$ cat config.mk
export PLATFORM = sky130hd
export DESIGN_NAME = multi_queue_shared_buffer
export DESIGN_NICKNAME = d
export VERILOG_FILES = /design/src/hw/rtl/mqsb_pkg.sv /design/src/hw/rtl/multi_queue_shared_buffer.sv
export SDC_FILE = /design/constraint.sdc
export NUM_CORES = 1
export LEC_CHECK = 0
export BUFFER_PORTS_ARGS = -buffer_cell sky130_fd_sc_hd__buf_2
export CAP_MARGIN = 40
export CORE_AREA = 2 2 265 267
export CTS_CLUSTER_SIZE = 25
export DETAILED_ROUTE_END_ITERATION = 6
export DIE_AREA = 0 0 267 269
export GPL_ROUTABILITY_DRIVEN = 0
export SYNTH_ARGS = -nofsm -noshare
export SYNTH_HDL_FRONTEND = slang
export SYNTH_SLANG_ARGS = --single-unit
$ cat constraint.sdc
create_clock -name clk_i -period 5.77 [get_ports clk_i]
set_input_delay 0.577 -clock clk_i [delete_from_list [all_inputs] [get_ports clk_i]]
set_output_delay 0.577 -clock clk_i [all_outputs]
set_load 0.03 [all_outputs]
$ cat src/hw/rtl/mqsb_pkg.sv
// mqsb_pkg: shared types and constants of the multi-queue shared buffer
// no dependencies
`timescale 1ns / 1ps
`default_nettype none

package mqsb_pkg;

  localparam int DATA_W = 32;

  typedef enum logic {
    CMD_PUSH = 1'b0,
    CMD_POP  = 1'b1
  } cmd_e;

  typedef enum logic [1:0] {
    ST_OK        = 2'd0,
    ST_OVERFLOW  = 2'd1,
    ST_UNDERFLOW = 2'd2
  } status_e;

endpackage

`default_nettype wire

$ cat src/hw/rtl/multi_queue_shared_buffer.sv
// an accepted request's result is in the output register in the cycle after its accept
// throughput: one request per cycle while the output is not stalled; the pointer update of
// a request is done in its accept cycle, the next-slot lookups come from the link memory's
// registered read port and are prefetched into per-queue and free-list registers
// reset: all queues empty, free list from slot 0 upward; the link memory is covered by a
// fill counter, so there is no clearing pass; the data memory is not cleared
`timescale 1ns / 1ps
`default_nettype none

module multi_queue_shared_buffer
  import mqsb_pkg::*;
#(
  parameter int NUM_QUEUES  = 4,
  parameter int STORE_DEPTH = 16,
  localparam int QID_W = (NUM_QUEUES > 1) ? $clog2(NUM_QUEUES) : 1,
  localparam int IDX_W = $clog2(STORE_DEPTH) + 1
) (
  input  wire logic                     clk_i,
  input  wire logic                     rst_ni,
  input  wire logic                     in_valid_i,
  output logic                          in_stall_o,
  input  wire logic                     cmd_i,
  input  wire logic [QID_W-1:0]         queue_id_i,
  input  wire logic signed [DATA_W-1:0] value_i,
  output logic                          out_valid_o,
  input  wire logic                     out_stall_i,
  output logic [1:0]                    status_o,
  output logic signed [DATA_W-1:0]      popped_value_o,
  output logic signed [IDX_W-1:0]       head_index_o,
  output logic signed [IDX_W-1:0]       tail_index_o
);

  localparam int SLOT_W = IDX_W - 1;
  localparam int FILL_W = $clog2(STORE_DEPTH + 1);

  typedef struct packed {
    logic              nil;
    logic [SLOT_W-1:0] idx;
  } ptr_t;

  localparam ptr_t PTR_NIL = '{nil: 1'b1, idx: '0};

  // queue tables and free list
  ptr_t              head_q [NUM_QUEUES];
  ptr_t              head_d [NUM_QUEUES];
  ptr_t              tail_q [NUM_QUEUES];
  ptr_t              tail_d [NUM_QUEUES];
  ptr_t              hnext_q [NUM_QUEUES];
  ptr_t              hnext_d [NUM_QUEUES];
  ptr_t              hnext_eff [NUM_QUEUES];
  ptr_t              free_q, free_d;
  ptr_t              fnext_q, fnext_d, fnext_eff;
  logic [FILL_W-1:0] fill_q, fill_d;

  // pending link lookups
  logic              pend_f_q, pend_f_d;
  logic              pend_h_q, pend_h_d;
  logic [QID_W-1:0]  pend_qid_q, pend_qid_d;

  // link memory
  ptr_t              link_mem [STORE_DEPTH];
  logic              lwe, lre;
  logic [SLOT_W-1:0] lwaddr, lraddr, laddr_q;
  ptr_t              lwdata, lrd_q, lnk_rd, lnk_virt;
  logic              lvirt_q;

  // data memory
  logic signed [DATA_W-1:0] data_mem [STORE_DEPTH];
  logic                     dwe, dre;
  logic [SLOT_W-1:0]        dwaddr, draddr;
  logic signed [DATA_W-1:0] drd_q;

  // request decode and result
  logic              acc, qid_ok;
  logic [QID_W-1:0]  qsel;
  ptr_t              cur_head, cur_tail, res_head, res_tail;
  status_e           st;
  logic              pop_ok;

  // output register
  logic              out_valid_q;
  status_e           status_q;
  logic              pop_ok_q;
  logic [IDX_W-1:0]  head_idx_q, tail_idx_q;

  assign in_stall_o = out_valid_q & out_stall_i;
  assign acc        = in_valid_i & ~in_stall_o;
  assign qsel       = queue_id_i;
  assign qid_ok     = ({1'b0, queue_id_i} < (QID_W + 1)'(NUM_QUEUES));

  // slots at or above the fill count were never allocated and still link to the next slot
  assign lnk_virt = (laddr_q == SLOT_W'(STORE_DEPTH - 1)) ? PTR_NIL
                  : ptr_t'{nil: 1'b0, idx: SLOT_W'(laddr_q + 1'b1)};
  assign lnk_rd   = lvirt_q ? lnk_virt : lrd_q;

  always_comb begin
    for (int i = 0; i < NUM_QUEUES; i++) begin
      hnext_eff[i] = (pend_h_q && (pend_qid_q == QID_W'(i))) ? lnk_rd : hnext_q[i];
    end
  end

  assign fnext_eff = pend_f_q ? lnk_rd : fnext_q;
  assign cur_head  = head_q[qsel];
  assign cur_tail  = tail_q[qsel];

  always_comb begin
    head_d     = head_q;
    tail_d     = tail_q;
    hnext_d    = hnext_eff;
    free_d     = free_q;
    fnext_d    = fnext_eff;
    fill_d     = fill_q;
    pend_f_d   = 1'b0;
    pend_h_d   = 1'b0;
    pend_qid_d = pend_qid_q;
    lwe        = 1'b0;
    lwaddr     = '0;
    lwdata     = PTR_NIL;
    lre        = 1'b0;
    lraddr     = '0;
    dwe        = 1'b0;
    dwaddr     = '0;
    dre        = 1'b0;
    draddr     = '0;
    st         = ST_OK;
    pop_ok     = 1'b0;
    res_head   = PTR_NIL;
    res_tail   = PTR_NIL;
    if (acc && qid_ok) begin
      unique case (cmd_e'(cmd_i))
        CMD_PUSH: begin
          if (free_q.nil) begin
            st = ST_OVERFLOW;
          end else begin
            dwe    = 1'b1;
            dwaddr = free_q.idx;
            free_d = fnext_eff;
            if (!fnext_eff.nil) begin
              lre      = 1'b1;
              lraddr   = fnext_eff.idx;
              pend_f_d = 1'b1;
            end
            if (FILL_W'(free_q.idx) == fill_q) begin
              fill_d = FILL_W'(fill_q + 1'b1);
            end
            if (cur_head.nil) begin
              head_d[qsel] = free_q;
            end else begin
              lwe    = 1'b1;
              lwaddr = cur_tail.idx;
              lwdata = free_q;
              if (cur_head.idx == cur_tail.idx) begin
                hnext_d[qsel] = free_q;
              end
            end
            tail_d[qsel] = free_q;
          end
        end
        CMD_POP: begin
          if (cur_head.nil) begin
            st = ST_UNDERFLOW;
          end else begin
            pop_ok = 1'b1;
            dre    = 1'b1;
            draddr = cur_head.idx;
            if (cur_head.idx == cur_tail.idx) begin
              head_d[qsel] = PTR_NIL;
              tail_d[qsel] = PTR_NIL;
            end else begin
              head_d[qsel] = hnext_eff[qsel];
              lre          = 1'b1;
              lraddr       = hnext_eff[qsel].idx;
              pend_h_d     = 1'b1;
              pend_qid_d   = qsel;
            end
            // slot goes back to the front of the free list
            lwe     = 1'b1;
            lwaddr  = cur_head.idx;
            lwdata  = free_q;
            free_d  = cur_head;
            fnext_d = free_q;
          end
        end
        default: ;
      endcase
      res_head = head_d[qsel];
      res_tail = tail_d[qsel];
    end
  end

  always_ff @(posedge clk_i) begin
    if (lwe) begin
      link_mem[lwaddr] <= lwdata;
    end
    if (lre) begin
      lrd_q   <= link_mem[lraddr];
      laddr_q <= lraddr;
      lvirt_q <= (FILL_W'(lraddr) >= fill_d);
    end
  end

  always_ff @(posedge clk_i) begin
    if (dwe) begin
      data_mem[dwaddr] <= value_i;
    end
    if (dre) begin
      drd_q <= data_mem[draddr];
    end
  end

  always_ff @(posedge clk_i) begin
    hnext_q <= hnext_d;
    if (acc) begin
      head_idx_q <= res_head.nil ? '1 : {1'b0, res_head.idx};
      tail_idx_q <= res_tail.nil ? '1 : {1'b0, res_tail.idx};
      status_q   <= st;
      pop_ok_q   <= pop_ok;
    end
  end

  always_ff @(posedge clk_i or negedge rst_ni) begin
    if (!rst_ni) begin
      for (int i = 0; i < NUM_QUEUES; i++) begin
        head_q[i] <= PTR_NIL;
        tail_q[i] <= PTR_NIL;
      end
      free_q      <= '{nil: 1'b0, idx: '0};
      fnext_q     <= '{nil: 1'b0, idx: SLOT_W'(1)};
      fill_q      <= '0;
      pend_f_q    <= 1'b0;
      pend_h_q    <= 1'b0;
      pend_qid_q  <= '0;
      out_valid_q <= 1'b0;
    end else begin
      head_q     <= head_d;
      tail_q     <= tail_d;
      free_q     <= free_d;
      fnext_q    <= fnext_d;
      fill_q     <= fill_d;
      pend_f_q   <= pend_f_d;
      pend_h_q   <= pend_h_d;
      pend_qid_q <= pend_qid_d;
      if (acc) begin
        out_valid_q <= 1'b1;
      end else if (!out_stall_i) begin
        out_valid_q <= 1'b0;
      end
    end
  end

  assign out_valid_o    = out_valid_q;
  assign status_o       = status_q;
  assign popped_value_o = pop_ok_q ? drd_q : '0;
  assign head_index_o   = head_idx_q;
  assign tail_index_o   = tail_idx_q;

`ifndef SYNTHESIS
  a_one_lookup: assert property (@(posedge clk_i) disable iff (!rst_ni)
    !(pend_f_q && pend_h_q))
    else $error("free-list and queue lookups pending together");

  a_fill_range: assert property (@(posedge clk_i) disable iff (!rst_ni)
    fill_q <= FILL_W'(STORE_DEPTH))
    else $error("fill count beyond store depth");

  a_full_filled: assert property (@(posedge clk_i) disable iff (!rst_ni)
    free_q.nil |-> (fill_q == FILL_W'(STORE_DEPTH)))
    else $error("free list empty before every slot was allocated");

  a_result_follows: assert property (@(posedge clk_i) disable iff (!rst_ni)
    acc |=> out_valid_q)
    else $error("accepted request left no result");

  for (genvar g = 0; g < NUM_QUEUES; g++) begin : g_chk
    a_head_tail: assert property (@(posedge clk_i) disable iff (!rst_ni)
      head_q[g].nil == tail_q[g].nil)
      else $error("queue head and tail disagree on empty");
  end
`endif

endmodule

`default_nettype wire

* After elaboration in Yosys (flattened, before gate mapping)
Memory sizes are Yosys's and may differ from the RTL's. A register that Yosys moved wholly into a read port is not among the register bits.
Cells that the tools add are included.
** Operators by class
- Reductions and logical operators :: 9
- Multiplexer cells :: 108
- Bitwise logic cells :: 12
- Multipliers :: 0
- Div/mod/pow operators :: 0
- Shift operators :: 0
- Eq/ne operators :: 9
- Magnitude comparators :: 3
- Add/subtract/negate cells :: 2
** Operators by type and width (count)
- $mux W20 :: 14
- $mux W5 :: 33
- $bwmux W20 :: 4
- $pmux W20 S2 :: 2
- $mux W4 :: 16
- $bmux W5 S2 :: 5
- $and A16 B16 Y16 :: 2
- $mux W32 :: 1
- $mux W1 :: 24
- $pmux W5 S2 :: 2
- $not A16 Y16 :: 1
- $pmux W4 S2 :: 2
- $demux W5 S2 :: 1
- $or A4 B4 Y4 :: 2
- $add A5 B1 Y5 const B :: 1
- $eq A4 B5 Y1 :: 1
- $ge A4 B5 Y1 :: 1
- $logic_and A1 B1 Y1 :: 5
- $add A4 B1 Y4 const B :: 1
- $eq A2 B2 Y1 const B :: 2
- $eq A4 B4 Y1 :: 1
- $eq A4 B4 Y1 const B :: 1
- $ne A2 B2 Y1 const B :: 2
- $not A1 Y1 :: 4
- 13 further kinds :: 15
** Word-level totals
- Memories kept :: 2
- Word-level logic and storage cells :: 186
- Register bits :: 98
- Input port bits :: 39
- ROM bits :: 0
- Bits in latches :: 0
- Bits in writable memories :: 592
- Output and inout bits :: 46
** Memories
- data_mem :: depth 16, bits a word 32, read ports 1, clocked after Yosys merged registers in 1, wr ports 1, RTL line multi_queue_shared_buffer.sv:68 : logic signed [DATA_W-1:0] data_mem [STORE_DEPTH];
- link_mem :: depth 16, bits a word 5, read ports 1, clocked after Yosys merged registers in 1, wr ports 1, RTL line multi_queue_shared_buffer.sv:61 : ptr_t link_mem [STORE_DEPTH];

* Logic depth before layout (Yosys ltp)
- Word-level depth :: 17
- Gate-level depth with buffers :: 16

* Least setup slack after synthesis
No wires, ideal clock.
- Path kind :: input -> register
- Start point :: input out_stall_i
- End point :: memory data_mem[2][0], enable pin
- Required time :: 5309 ps
- Stages :: 9
- Data arrival time :: 4018 ps
- Path slack :: 1291 ps
- Cells stage by stage :: and2_1 > nand2b_1 > buf_2 > inv_2 > nand2_1 > clkbuf_1 > nor2_1 > nand2_1 > nor3_1
** On the way
- Longest elaborated chain between the ends :: 6
- Elaborated cells on any way between the ends :: 7
** RTL lines
- start, declared :: RTL line multi_queue_shared_buffer.sv:26 : input wire logic out_stall_i,
- $and A1 B1 Y1 (*) :: RTL line multi_queue_shared_buffer.sv:86 : assign in_stall_o = out_valid_q & out_stall_i;
- $not A1 Y1 (*) :: RTL line multi_queue_shared_buffer.sv:87 : assign acc = in_valid_i & ~in_stall_o;
- $and A1 B1 Y1 (*) :: RTL line multi_queue_shared_buffer.sv:87
- $mux W1 :: RTL line multi_queue_shared_buffer.sv:129 : if (acc && qid_ok) begin
- $mux W1 :: RTL line multi_queue_shared_buffer.sv:203 : if (dwe) begin
- $mux W1 (not written as such) :: RTL line multi_queue_shared_buffer.sv:204 : data_mem[dwaddr] <= value_i;
- end, declared :: RTL line multi_queue_shared_buffer.sv:68
Mark *: on every way between the ends. The rest lies on a longest branch, timed or not.

* Final worst setup path
- Start point :: register out_valid_q, in the netlist out_valid_o
- End point :: register, netlist name lrd_q[2]
** On the way
- Longest elaborated chain between the ends :: 4
- Elaborated cells on any way between the ends :: 5
** RTL lines
- start, declared :: RTL line multi_queue_shared_buffer.sv:81 : logic out_valid_q;
- start signal, assigned :: RTL line multi_queue_shared_buffer.sv:233 : out_valid_q <= 1'b0;
- start signal, assigned :: RTL line multi_queue_shared_buffer.sv:244 : out_valid_q <= 1'b1;
- start signal, assigned :: RTL line multi_queue_shared_buffer.sv:246 : out_valid_q <= 1'b0;
- $and A1 B1 Y1 (*) :: RTL line multi_queue_shared_buffer.sv:86
- $not A1 Y1 (*) :: RTL line multi_queue_shared_buffer.sv:87
- $and A1 B1 Y1 (*) :: RTL line multi_queue_shared_buffer.sv:87
- $mux W4 or $mux W1 (tied branches) :: RTL line multi_queue_shared_buffer.sv:129
Marked as above.
A chain may end at the register's enable or synchronous reset.

==> metrics.txt <==
GR Util met1=30.4%; syn avg cell area=around 12 um2; Pint=between 9 and 10 mW; sw frac=30.6%; Layout area overhead=13.2%; slew margin rel.=between 30% and 40%; vias per cell=approximately 5.7; first-pass GRT wire length=120000 um; VDD IR max=0.316 mV; reg2reg setup slack=1.98 ns; clk slew on worst S/H paths=about 0.07 ns; Arr. time, crit path=4.13 ns; Highest Clock Rate=approximately 260 MHz; R2R Path End=lrd_q[2]; CP Launch Type=flip-flop; reg2reg path depth=12; top-area cell type share of the netlist area=63.2%; Post-layout nets=2608; Total GRT Usage=between 20% and 30%; row count=97; Seq/Total Area, Yosys=a little over two thirds; initial core utilization=44.4%; Post-Syn Area=30700 um2; initial antenna violation count=6; dpl ws=between 1 and 1.5 ns; area leader, netlist=edfxtp_1; htree depth=3; final-report setup violation count=0; final worst-path cycle share=between 60% and 70%; power density cells=404 nW/um2; YS warnings=0; clock sinks=727; port bufs=84; max-cap violations=0; status=complete, no violations; Most Used Layer, Global Route=met2; clk_skew=0.0540 ns; flop and latch count out of synthesis=slightly above 700; Hold WS=about 0.11 ns; most common cell in the netlist=edfxtp_1; Die Footprint=roughly 72000 um2; Sw Pwr=4.29 mW; CTS buffer count=79; largest net degree at the start of global routing=130; Tightest Pin Transition=about 0.94 ns; worst skew pair latency=0.64 ns; number of global-route vias before repair=19737; RSZ-0062 raised after global routing=false; Synth async-reset ratio=between 8 and 9%; IO Count=85; cts repair resizes=0; Crit Path Max Fanout=42; Cell variety after synth=69; Flop pwr share=~46%; Post-route DRC=0; Clock Power Share=34.5%; routed len/inst=21.9 um; crit end category=flip-flop; GR Util met3=3.32%; Comb pwr share=just under 20%; die width=267 um; Routed Antenna Nets=0; max-slew violation count=0; Hold Crit Class=input pin to async pin; Synth top cells by count=edfxtp_1 (647), nand2_1 (564), a21oi_1 (271); met2 GRT Util=between 30% and 40%; Primary FF master, synth=edfxtp_1; Req. time, crit path=6.11 ns; CTS tree=yes; DRT Pass-1 Iters=5; min Tclk post-route=3.79 ns; Syn Nets=2569; Placeable Area=69300 um2; LEAKAGE=approximately 12 nW; CTS hold repair buffers=0; initial DRC count=1691; worst-case clock buffer depth=3; top cells by area, synth=edfxtp_1 (63%), nand2_1 (6.9%), a21oi_1 (4.4%); setup TNS=0 ns; die height=about 270 um; Root Driver=clkbuf_16; fill count=slightly below 6000; detailed placement HPWL=44700 um; layout cells sized above 1=~12%; Synth Instances=2524; Placed Instance Area=between 30000 and 40000 um2; post-CTS setup buffer count=0; r2r startpoint=out_valid_o; Post-Route WL=between 70000 and 80000 um; final instance area=approximately 35000 um2; via count=20471; gr ovfl total=0; number of flops mapped to enable cells by yosys=647; final hold vios=0; setup slack after layout=1.98 ns; Power, Total=14.0 mW; Critical Setup Path Class=flip-flop to flip-flop
-- power groups by stage --
| stage | Combinational [mW] | Sequential (mW) | Clock [mW] |
|---|---|---|---|
| finish | 2.79 | 6.40 | 4.85 |
| global route | 3.08 | 6.43 | 5.15 |
| CTS | 2.79 | 6.39 | 4.94 |
| detailed placement | 2.77 | 6.49 | 0 |
| global placement | 2.72 | 6.49 | 0 |
| floorplan | 2.03 | 6.34 | 0 |
-- final cells by class --
class                           instances  area, um2  share of cell area (%)
Timing Repair Buffer                  136        906                    2.60
Tap cell                              940       1180                    3.38
Clock buffer                           92       2070                    5.94
Antenna cell                            1       2.50                 0.00719
Clock inverter                         52        445                    1.28
Inverter                               23       93.8                   0.270
Sequential cell                       727      21300                    61.3
Multi-Input combinational cell       1596       8770                    25.2
-- placed cells by master (no fill, tap or decap), drive strengths merged, types with 4 or more instances in the layout --
cell    count
edfxtp    647
nand2     565
a21oi     272
nor2      139
buf       136
clkbuf     92
a211oi     74
nand3      66
a31oi      57
dfrtp      51
o21ai      51
mux2i      43
and2       42
clkinv     41
nand4      35
and3       34
nor3       31
inv        27
a311oi     23
dfxtp      20
a22o       17
o22ai      14
a221oi     13
a22oi      12
mux4       12
mux2       11
nand2b      9
xnor2       9
a32oi       9
dfstp       9
a21o        7
or2         7
o211ai      6
ha          6
o221ai      4
bufinv      4
-- sequential cells by signal, summed over array words and instances (netlist names), 5 cells and up --
| signal | cells |
|---|---|
| tail_q | 20 |
| lrd_q | 5 |
| fill_q | 5 |
| free_q | 5 |
| hnext_q | 20 |
| link_mem | 80 |
| head_q | 20 |
| tail_index_o | 5 |
| head_index_o | 5 |
| drd_q | 32 |
| data_mem | 512 |
| fnext_q | 5 |
-- critical path, stage by stage, from the launching register on --
cell and delay, ns:
dfrtp_1 0.37, and2_1 0.17, nand2b_1 0.46, inv_2 0.16, nand2_1 0.43, or2_2 0.50, nor2_1 0.20, a21oi_4 0.06
inv_4 0.40, mux2i_1 0.34, a221oi_1 0.13, a21oi_1 0.17, mux2i_1 0.09
-- worst max-delay path by stage --
stage | from | end | slack [ns] | cells past startpoint
detailed placement | queue_id_i[1] | link_mem[6][1] | 1.48 | 10
floorplan | out_stall_i | data_mem[2][0] | 1.29 | 9
CTS | laddr_q[0] | lvirt_q | 1.99 | 12
global placement | queue_id_i[0] | lvirt_q | 1.46 | 14
finish | out_valid_o | lrd_q[2] | 1.98 | 12
global route | laddr_q[0] | lvirt_q | 1.73 | 12
-- routing by layer --
| layer | share of wire, % | routed length (um) | vias to the layer above |
|---|---|---|---|
| li1 | - | - | 9429 |
| met1 | 44 | 34200 | 10242 |
| met2 | 48 | 37400 | 641 |
| met3 | 5.7 | 4490 | 151 |
| met4 | 2.7 | 2100 | 8 |
| met5 | 0.059 | 46 | - |
-- metrics by stage --
| stage | std cells | util (%) |
|---|---|---|
| 6_report | 3567 | 50.2 |
| 4_1_cts | 3566 | 50.2 |
| 3_3_place_gp | 3417 | 46.5 |
| 2_1_floorplan | 2524 | - |
| 5_1_grt | 3567 | 50.2 |
| 3_5_place_dp | 3422 | 46.6 |
-- cells by family (layout without fill, tap and decap cells) --
family,count (synthesis),in the layout,share of synthesized area (%)
other cells,0,1,0
fa+ha+maj,6,6,0.244
xor+xnor,12,12,0.342
flops,727,727,69.4
buf+inv,201,303,2.71
simple gates,942,942,13.2
compound gates,570,570,11.4
mux,66,66,2.68
Power figures use the tool's default switching activity.
